[src/rtl/core/thr_pkg.sv]
// Shared types and constants of the thick line rasterizer.
`timescale 1ns / 1ps
package thr_pkg;

  localparam int MAX_BAND    = 32;
  localparam int MAX_DIM     = 4096;
  localparam int QUEUE_DEPTH = 2;
  localparam int QPTR_W      = $clog2(QUEUE_DEPTH);
  localparam int QCNT_W      = $clog2(QUEUE_DEPTH + 1);
  localparam int DIV_STEPS   = 33;

  localparam logic CMD_LOAD = 1'b0;
  localparam logic CMD_STEP = 1'b1;

  localparam logic [2:0] REG_IMAGE_WIDTH  = 3'd0;
  localparam logic [2:0] REG_IMAGE_HEIGHT = 3'd1;
  localparam logic [2:0] REG_PIXEL_BYTES  = 3'd2;
  localparam logic [2:0] REG_BAND_WIDTH   = 3'd3;
  localparam logic [2:0] REG_COLOR_RED    = 3'd4;
  localparam logic [2:0] REG_COLOR_GREEN  = 3'd5;
  localparam logic [2:0] REG_COLOR_BLUE   = 3'd6;

  localparam logic [2:0] RGB_PIXEL_BYTES = 3'd3;

  typedef struct packed {
    logic               cmd;
    logic signed [15:0] start_x;
    logic signed [15:0] start_y;
    logic signed [15:0] end_x;
    logic signed [15:0] end_y;
  } in_item_t;

  typedef struct packed {
    logic [25:0] byte_addr;
    logic [1:0]  byte_count;
    logic [23:0] pixel_data;
    logic        write_enable;
    logic        last_of_step;
    logic        line_done;
  } out_item_t;

  // Configuration as seen by the datapath, with width, height and band saturated
  typedef struct packed {
    logic [12:0] width;
    logic [12:0] height;
    logic [2:0]  pixel_bytes;
    logic [5:0]  band;
    logic [7:0]  red;
    logic [7:0]  green;
    logic [7:0]  blue;
  } cfg_t;

  // One step job handed from front to back
  typedef struct packed {
    logic               draw;
    logic               done;
    logic               steep;
    logic signed [15:0] pos;
    logic signed [33:0] num;
    logic signed [16:0] den;
    logic signed [15:0] s_min;
  } step_t;

endpackage

[src/rtl/core/thr_front.sv]
// Front end: takes commands, keeps line state, builds one step job per step command.
`timescale 1ns / 1ps
module thr_front (
  input  logic            clk,
  input  logic            rst,
  input  logic            accept,
  input  thr_pkg::in_item_t item,
  input  thr_pkg::cfg_t   cfg,
  output logic            job_push,
  output thr_pkg::step_t  job
);
  import thr_pkg::*;

  logic signed [15:0] origin_x, origin_y, target_x, target_y;
  logic signed [15:0] major_position;
  logic               steep_flag, step_negative, line_active;

  // load path
  logic signed [16:0] dx, dy;
  logic [16:0]        adx, ady;
  logic               steep_new;
  logic signed [15:0] s_new, e_new;

  // step path
  logic signed [15:0] s_maj, s_min, e_maj, e_min;
  logic signed [15:0] pos_next;
  logic signed [16:0] rel, d_min, d_maj;
  logic [12:0]        major_lim;
  logic               in_range, active_next;

  always_comb begin
    dx        = 17'(item.end_x) - 17'(item.start_x);
    dy        = 17'(item.end_y) - 17'(item.start_y);
    adx       = dx[16] ? 17'(-dx) : 17'(dx);
    ady       = dy[16] ? 17'(-dy) : 17'(dy);
    steep_new = ady > adx;
    s_new     = steep_new ? item.start_y : item.start_x;
    e_new     = steep_new ? item.end_y : item.end_x;
  end

  always_comb begin
    s_maj     = steep_flag ? origin_y : origin_x;
    s_min     = steep_flag ? origin_x : origin_y;
    e_maj     = steep_flag ? target_y : target_x;
    e_min     = steep_flag ? target_x : target_y;
    major_lim = steep_flag ? cfg.height : cfg.width;
    pos_next  = step_negative ? major_position - 16'sd1 : major_position + 16'sd1;
    active_next = pos_next != e_maj;
    rel       = 17'(major_position) - 17'(s_maj);
    d_min     = 17'(e_min) - 17'(s_min);
    d_maj     = 17'(e_maj) - 17'(s_maj);
    in_range  = !major_position[15] && (major_position[14:0] < 15'(major_lim));
  end

  assign job_push = accept && (item.cmd == CMD_STEP);

  always_comb begin
    job.draw  = line_active && in_range;
    job.done  = !line_active || !active_next;
    job.steep = steep_flag;
    job.pos   = major_position;
    job.num   = 34'(rel) * 34'(d_min);
    job.den   = d_maj;
    job.s_min = s_min;
  end

  always_ff @(posedge clk) begin
    if (rst) begin
      origin_x       <= '0;
      origin_y       <= '0;
      target_x       <= '0;
      target_y       <= '0;
      major_position <= '0;
      steep_flag     <= 1'b0;
      step_negative  <= 1'b0;
      line_active    <= 1'b0;
    end else if (accept) begin
      if (item.cmd == CMD_LOAD) begin
        origin_x       <= item.start_x;
        origin_y       <= item.start_y;
        target_x       <= item.end_x;
        target_y       <= item.end_y;
        steep_flag     <= steep_new;
        step_negative  <= e_new < s_new;
        major_position <= s_new;
        line_active    <= s_new != e_new;
      end else if (line_active) begin
        major_position <= pos_next;
        line_active    <= active_next;
      end
    end
  end

endmodule

[src/rtl/core/thr_queue.sv]
// Short job queue between front and back.
`timescale 1ns / 1ps
module thr_queue (
  input  logic           clk,
  input  logic           rst,
  input  logic           push,
  input  thr_pkg::step_t wdata,
  input  logic           pop,
  output thr_pkg::step_t rdata,
  output logic           full,
  output logic           empty
);
  import thr_pkg::*;

  step_t             slots [QUEUE_DEPTH];
  logic [QPTR_W-1:0] wptr, rptr;
  logic [QCNT_W-1:0] count;
  logic              do_push, do_pop;

  assign full    = count == QCNT_W'(QUEUE_DEPTH);
  assign empty   = count == '0;
  assign do_push = push && !full;
  assign do_pop  = pop && !empty;
  assign rdata   = slots[rptr];

  always_ff @(posedge clk) begin
    if (do_push) begin
      slots[wptr] <= wdata;
    end
  end

  always_ff @(posedge clk) begin
    if (rst) begin
      wptr  <= '0;
      rptr  <= '0;
      count <= '0;
    end else begin
      if (do_push) begin
        wptr <= (wptr == QPTR_W'(QUEUE_DEPTH - 1)) ? '0 : wptr + 1'b1;
      end
      if (do_pop) begin
        rptr <= (rptr == QPTR_W'(QUEUE_DEPTH - 1)) ? '0 : rptr + 1'b1;
      end
      if (do_push && !do_pop) begin
        count <= count + 1'b1;
      end else if (do_pop && !do_push) begin
        count <= count - 1'b1;
      end
    end
  end

endmodule

[src/rtl/core/thr_back.sv]
// Back end: divides for the minor coordinate, clips the band, emits pixel writes.
`timescale 1ns / 1ps
module thr_back (
  input  logic                 clk,
  input  logic                 rst,
  input  thr_pkg::cfg_t        cfg,
  input  logic                 job_empty,
  input  thr_pkg::step_t       job_in,
  output logic                 job_pop,
  output logic                 empty,
  input  logic                 pop,
  output thr_pkg::out_item_t   result
);
  import thr_pkg::*;

  localparam logic [2:0] ST_IDLE  = 3'd0;
  localparam logic [2:0] ST_DIV   = 3'd1;
  localparam logic [2:0] ST_CLIP  = 3'd2;
  localparam logic [2:0] ST_ADDR1 = 3'd3;
  localparam logic [2:0] ST_ADDR2 = 3'd4;
  localparam logic [2:0] ST_EMIT  = 3'd5;
  localparam logic [2:0] ST_PLACE = 3'd6;

  logic [2:0]  state;
  step_t       job;

  // divider
  logic [32:0] quo;
  logic [16:0] rem, den_mag;
  logic        q_neg;
  logic [5:0]  div_cnt;
  logic [17:0] trial;
  logic        trial_ge;
  logic [33:0] num_abs;
  logic [16:0] den_abs;

  // clip
  logic signed [19:0] q20, minor, first, stop, lo_s, hi_s, lim_s;
  logic [12:0] minor_lim;
  logic [12:0] lo;
  logic [5:0]  remain;

  // address
  logic [12:0] row0, col0;
  logic [25:0] rw, addr, inc;

  // output
  logic        out_valid;
  logic        slot_free;
  logic        emit_beat;
  logic [1:0]  bytes;
  logic [23:0] color;

  assign slot_free = !out_valid || pop;
  assign emit_beat = slot_free && ((state == ST_EMIT) || (state == ST_PLACE));
  assign empty     = !out_valid;
  assign job_pop   = (state == ST_IDLE) && !job_empty;

  always_comb begin
    num_abs  = job_in.num[33] ? 34'(-job_in.num) : 34'(job_in.num);
    den_abs  = job_in.den[16] ? 17'(-job_in.den) : 17'(job_in.den);
    trial    = {rem, quo[32]};
    trial_ge = trial >= 18'(den_mag);
  end

  always_comb begin
    q20       = q_neg ? -$signed(quo[19:0]) : $signed(quo[19:0]);
    minor     = 20'(job.s_min) + q20;
    first     = minor - 20'(cfg.band >> 1);
    stop      = first + 20'(cfg.band);
    minor_lim = job.steep ? cfg.width : cfg.height;
    lim_s     = 20'(minor_lim);
    lo_s      = first[19] ? 20'sd0 : first;
    hi_s      = (stop > lim_s) ? lim_s : stop;
  end

  always_comb begin
    if (cfg.pixel_bytes == RGB_PIXEL_BYTES) begin
      bytes = 2'd3;
      color = {cfg.red, cfg.green, cfg.blue};
    end else begin
      bytes = 2'd1;
      color = {16'd0, cfg.red};
    end
  end

  always_ff @(posedge clk) begin
    case (state)
      ST_IDLE: begin
        job     <= job_in;
        quo     <= num_abs[32:0];
        den_mag <= den_abs;
        q_neg   <= job_in.num[33] ^ job_in.den[16];
        rem     <= '0;
        div_cnt <= 6'(DIV_STEPS - 1);
      end
      ST_DIV: begin
        // restoring division, one quotient bit per cycle
        rem     <= trial_ge ? 17'(trial - 18'(den_mag)) : trial[16:0];
        quo     <= {quo[31:0], trial_ge};
        div_cnt <= div_cnt - 1'b1;
      end
      ST_CLIP: begin
        lo     <= lo_s[12:0];
        remain <= 6'(hi_s - lo_s);
      end
      ST_ADDR1: begin
        rw <= 26'(row0) * 26'(cfg.width) + 26'(col0);
      end
      ST_ADDR2: begin
        addr <= 26'(rw * cfg.pixel_bytes);
        inc  <= job.steep ? 26'(cfg.pixel_bytes) : 26'(cfg.width) * 26'(cfg.pixel_bytes);
      end
      ST_EMIT: begin
        if (slot_free) begin
          addr   <= addr + inc;
          remain <= remain - 1'b1;
        end
      end
      default: begin
      end
    endcase
  end

  always_comb begin
    row0 = job.steep ? job.pos[12:0] : lo;
    col0 = job.steep ? lo : job.pos[12:0];
  end

  always_ff @(posedge clk) begin
    if (rst) begin
      state     <= ST_IDLE;
      out_valid <= 1'b0;
    end else begin
      if (emit_beat) begin
        out_valid <= 1'b1;
      end else if (pop) begin
        out_valid <= 1'b0;
      end
      case (state)
        ST_IDLE: begin
          if (!job_empty) begin
            state <= job_in.draw ? ST_DIV : ST_PLACE;
          end
        end
        ST_DIV: begin
          if (div_cnt == '0) begin
            state <= ST_CLIP;
          end
        end
        ST_CLIP: begin
          // band fully clipped, or zero width
          state <= (hi_s > lo_s) ? ST_ADDR1 : ST_PLACE;
        end
        ST_ADDR1: state <= ST_ADDR2;
        ST_ADDR2: state <= ST_EMIT;
        ST_EMIT: begin
          if (slot_free) begin
            result.byte_addr    <= addr;
            result.byte_count   <= bytes;
            result.pixel_data   <= color;
            result.write_enable <= 1'b1;
            result.last_of_step <= remain == 6'd1;
            result.line_done    <= job.done;
            if (remain == 6'd1) begin
              state <= ST_IDLE;
            end
          end
        end
        ST_PLACE: begin
          if (slot_free) begin
            result.byte_addr    <= '0;
            result.byte_count   <= '0;
            result.pixel_data   <= '0;
            result.write_enable <= 1'b0;
            result.last_of_step <= 1'b1;
            result.line_done    <= job.done;
            state               <= ST_IDLE;
          end
        end
        default: state <= ST_IDLE;
      endcase
    end
  end

endmodule

[src/rtl/core/thick_line_rasterizer.sv]
// Top level of the thick line rasterizer: configuration registers, front, queue, back.
//
//   channel   handshake            payload
//   -------   ------------------   ----------------------------
//   input     push / full          item   (in_item_t)
//   result    pop / empty          result (out_item_t)
//   config    cfg_valid/cfg_ready  cfg_index, cfg_data
//
// A load only updates line state in the front. A step that writes n pixels goes through
// the back in order: job taken, bit-serial divider, clip and two address stages, then one
// beat per cycle while the output register is free. A step whose band is clipped away, or
// that is off the image on the major axis or has no line, gives one write_enable-low beat.
// The two-entry job queue lets the front keep taking commands while the back works. Reset
// is synchronous; result beats stall in the output register while pop is low.
`timescale 1ns / 1ps
module thick_line_rasterizer (
  input  logic               clk,
  input  logic               rst,
  input  logic               push,
  output logic               full,
  input  thr_pkg::in_item_t  item,
  output logic               empty,
  input  logic               pop,
  output thr_pkg::out_item_t result,
  input  logic               cfg_valid,
  output logic               cfg_ready,
  input  logic [2:0]         cfg_index,
  input  logic [12:0]        cfg_data
);
  import thr_pkg::*;

  logic [12:0] image_width, image_height;
  logic [2:0]  pixel_bytes;
  logic [5:0]  band_width;
  logic [7:0]  color_red, color_green, color_blue;
  cfg_t        cfg;

  logic        accept;
  logic        job_push, job_pop, job_empty;
  step_t       job_w, job_r;

  assign cfg_ready = 1'b1;
  assign accept    = push && !full;

  always_ff @(posedge clk) begin
    if (rst) begin
      image_width  <= 13'd640;
      image_height <= 13'd480;
      pixel_bytes  <= 3'd3;
      band_width   <= 6'd1;
      color_red    <= 8'd255;
      color_green  <= 8'd255;
      color_blue   <= 8'd255;
    end else if (cfg_valid && cfg_ready) begin
      case (cfg_index)
        REG_IMAGE_WIDTH:  image_width  <= cfg_data;
        REG_IMAGE_HEIGHT: image_height <= cfg_data;
        REG_PIXEL_BYTES:  pixel_bytes  <= cfg_data[2:0];
        REG_BAND_WIDTH:   band_width   <= cfg_data[5:0];
        REG_COLOR_RED:    color_red    <= cfg_data[7:0];
        REG_COLOR_GREEN:  color_green  <= cfg_data[7:0];
        REG_COLOR_BLUE:   color_blue   <= cfg_data[7:0];
        default: begin
        end
      endcase
    end
  end

  always_comb begin
    cfg.width       = (image_width > 13'(MAX_DIM)) ? 13'(MAX_DIM) : image_width;
    cfg.height      = (image_height > 13'(MAX_DIM)) ? 13'(MAX_DIM) : image_height;
    cfg.pixel_bytes = pixel_bytes;
    cfg.band        = (band_width > 6'(MAX_BAND)) ? 6'(MAX_BAND) : band_width;
    cfg.red         = color_red;
    cfg.green       = color_green;
    cfg.blue        = color_blue;
  end

  thr_front u_front (
    .clk      (clk),
    .rst      (rst),
    .accept   (accept),
    .item     (item),
    .cfg      (cfg),
    .job_push (job_push),
    .job      (job_w)
  );

  thr_queue u_queue (
    .clk   (clk),
    .rst   (rst),
    .push  (job_push),
    .wdata (job_w),
    .pop   (job_pop),
    .rdata (job_r),
    .full  (full),
    .empty (job_empty)
  );

  thr_back u_back (
    .clk       (clk),
    .rst       (rst),
    .cfg       (cfg),
    .job_empty (job_empty),
    .job_in    (job_r),
    .job_pop   (job_pop),
    .empty     (empty),
    .pop       (pop),
    .result    (result)
  );

endmodule

[config.mk]
export PLATFORM = sky130hd
export DESIGN_NAME = thick_line_rasterizer
export DESIGN_NICKNAME = d
export VERILOG_FILES = /design/src/rtl/core/thr_pkg.sv /design/src/rtl/core/thr_front.sv /design/src/rtl/core/thr_queue.sv /design/src/rtl/core/thr_back.sv /design/src/rtl/core/thick_line_rasterizer.sv
export SDC_FILE = /design/constraint.sdc
export NUM_CORES = 2
export LEC_CHECK = 0
export CORE_ASPECT_RATIO = 2
export CORE_MARGIN = 1.5
export CORE_UTILIZATION = 40
export DETAILED_ROUTE_END_ITERATION = 8
export DONT_BUFFER_PORTS = 1
export PLACE_DENSITY = 0.53
export SETUP_SLACK_MARGIN = 0.4
export SYNTH_ARGS = -nofsm -noshare
export SYNTH_HDL_FRONTEND = slang
export SYNTH_SLANG_ARGS = --single-unit
[constraint.sdc]
create_clock -name clk -period 19.2 [get_ports clk]
set_input_delay 0.96 -clock clk [delete_from_list [all_inputs] [get_ports clk]]
set_output_delay 0.96 -clock clk [all_outputs]
set_load 0.01 [all_outputs]
==> qor.yml <==
place:
  place_hpwl_um: 140000
  gp_congestion: 0.997
  port_buffers: 0
die:
  die_h_um: 522
  fp-row-count: 190
  die-area_sq_um: 137000
  start_util_pct: 40.2
  die_w_um: 262
  coreArea_sq_um: 134000
  ios: 144
grt:
  grt_max_degree: 124
  grt_overflow: 0
  grt_pass1_wl_um: 255000
  grt_pass1_vias: 43100
  antenna_found_initial: 2
  grtUsageTotal_pct: 24.8
worst_setup_path:
  crit_fanout: 56
  crit_path_frequent_cell: "fa_1"
  cp.arrival_ns: 11.23
  slowest_delay_ns: 0.75
  crit_required_ns: 19.56
  setup.worst_path.end_class: "flip-flop"
  critPathKind: "reg2reg"
  crit_family: "compound AO/OA/AOI/OAI gates"
  crit_path_top_delay_cell: "a2111oi_0"
  path_buf_inv: 5
  cp-start-kind: "flip-flop"
clock_tree:
  htree_levels: 2
  postCtsHoldBufs: 0
  cts_tree: "yes"
  path_clk_slew_ns: 0.07
  cts.sinks: 564
  numCtsBuffers: 57
  post-cts-setup-buffers: 0
  root_buffer: "clkbuf_16"
  insertion_delay_ns: 0.72
  clk_path_buf_depth: 3
  ctsResizeCount: 0
run_status:
  run_status: "finished, final reports clean"
hold_path:
  hold_path.class: "in2reg"
synthesis:
  synthDistinctLibCells: 82
  syn-num-nets: 6745
  synth_cells: 5715
  synth.cell_area_sq_um: 53800
  ys_seq_area_share_pct: 28.7
  async_flop_share_pct: 0
  synthFlopType: "edfxtp_1"
  syn_area_per_cell_sq_um: 9.42
  synth_seq_cells: 564
  ys_warn_count: 0
  synth_edf_count: 413
routing:
  drt_iter0_drc: 1865
  ant_nets: 0
  wl_um: 169000
  first_pass_iters: 5
  wire_per_inst_um: 22.6
  drc: 0
  viasPerCell: 5.40
  vias: 40300
timing:
  timing.slew.headroom_pct: 8.04
  finalCritPeriodShare_pct: 56.6
  tightest_slew_ns: 1.37
  finalCriticalPeriod_ns: 10.87
  setup_violations: 0
  slew_viol_final: 0
  finClkSkew_ns: 0.0934
  rsz0062_at_grt: "false"
  tns_ns: 0
  finalHoldViolCount: 0
  max_freq_mhz: 92.0
job:
  drv_cap: 0
finish:
  final_nets: 6713
  drive_above_1_share_pct: 6.56
  area_growth_pct: 7.85
[worst register-to-register path: cells and delay by family, from the launching register on]
family | cells | cell delay (ns)
buffers and inverters | 5 | 1.10
xor gates and xnor gates | 2 | 0.29
muxes | 1 | 0.55
DFF | 1 | 0.62
AOI/OAI and AO/OA | 15 | 4.10
and+or+nand+nor | 2 | 0.23
adders and majority gates | 8 | 3.67
[through the flow]
| stage | cell area (sq um) | hold slack (ns) | utilization (%) | std cells | setup slack, ns |
|---|---|---|---|---|---|
| CTS | 58100 | 0.274 | 43.4 | 7460 | 8.27 |
| global placement | 56100 | 0.440 | 41.9 | 7352 | 8.35 |
| detailed placement | 56100 | 0.445 | 41.9 | 7352 | 8.33 |
| finish | 58100 | 0.320 | 43.4 | 7461 | 8.33 |
| global route | 58100 | 0.304 | 43.4 | 7461 | 7.49 |
| floorplan | 53800 | 0.400 | - | 5715 | 8.42 |
[state kept, by name (all words and copies together) (netlist names), 8 cells and up, named ones only]
register / count
image_width: 13
u_front.origin_y: 16
u_front.target_y: 16
u_back.lo: 13
color_blue: 8
u_back.den_mag: 17
u_front.major_position: 16
u_back.rem: 17
u_back.inc: 16
u_front.target_x: 16
image_height: 13
u_back.addr: 26
color_red: 8
u_back.job: 31
u_queue.slots: 166
u_front.origin_x: 16
u_back.rw: 26
u_back.quo: 33
u_back.result: 55
color_green: 8
[final timing paths]
path	slack (ns)	depth (start not counted)	endpoint	from
setup / recovery	8.33	33	u_queue.slots[0][66]	u_front.steep_flag
setup reg to reg	8.33	33	u_queue.slots[0][66]	u_front.steep_flag
hold / removal	0.32	1	u_queue.count[0]	rst
hold reg to reg	0.45	2	image_width[6]	image_width[6]
[cell usage after synthesis (93+ instances only)]
master | n | share of area [%]
o21ai_0 | 172 | 1.6
dfxtp_1 | 151 | 5.6
fa_1 | 477 | 18
nor2_1 | 412 | 2.9
inv_1 | 714 | 5.0
xnor2_1 | 217 | 3.5
mux2_2 | 108 | 2.3
nor3_1 | 103 | 0.96
edfxtp_1 | 413 | 23
mux2i_1 | 174 | 3.2
xor2_1 | 133 | 2.2
nand2_1 | 803 | 5.6
a21oi_1 | 289 | 2.7
ha_1 | 467 | 11
clkbuf_1 | 154 | 1.1
and2_1 | 93 | 1.1
[logic make-up (layout without fill, tap and decap cells)]
group	after synthesis	after routing	share of synthesized area [%]
XOR/XNOR	351	351	5.72
AND/OR/NAND/NOR	1846	1846	15.6
flip-flops	564	564	28.7
multiplexers	282	282	5.49
adder cells (fa/ha/maj)	944	944	28.6
buffers and inverters	895	912	6.27
AO/OA/AOI/OAI	832	832	9.68
other	1	2	0.00697
[layout make-up]
class,count,area (sq um)
multi-input combinational,4256,35200
sequential,564,15400
antenna,1,2.50
inverter,716,2690
clock inverter,41,412
fill,13200,75800
clock buffer,67,1540
tap,1728,2160
timing repair buffer,88,661
[routing by layer]
metal / share of wire (%) / GRT usage [%] / up-vias
met3: 2.9 / 2.51 / 505
met1: 30 / 20.3 / 19800
met4: 11 / 22.3 / 0
li1: - / - / 19100
met2: 57 / 51.0 / 920
met5: 0 / 0 / -
[cells in the final DEF (no fill, tap or decap), drive strengths merged, types with 151 or more instances in the layout]
master	count
nand2	803
inv	724
fa	477
ha	467
edfxtp	413
nor2	412
a21oi	289
xnor2	218
mux2i	174
o21ai	174
dfxtp	151
Power is not shown: default switching activity piles up to over one toggle a cycle in this logic, so the estimate is an artifact.
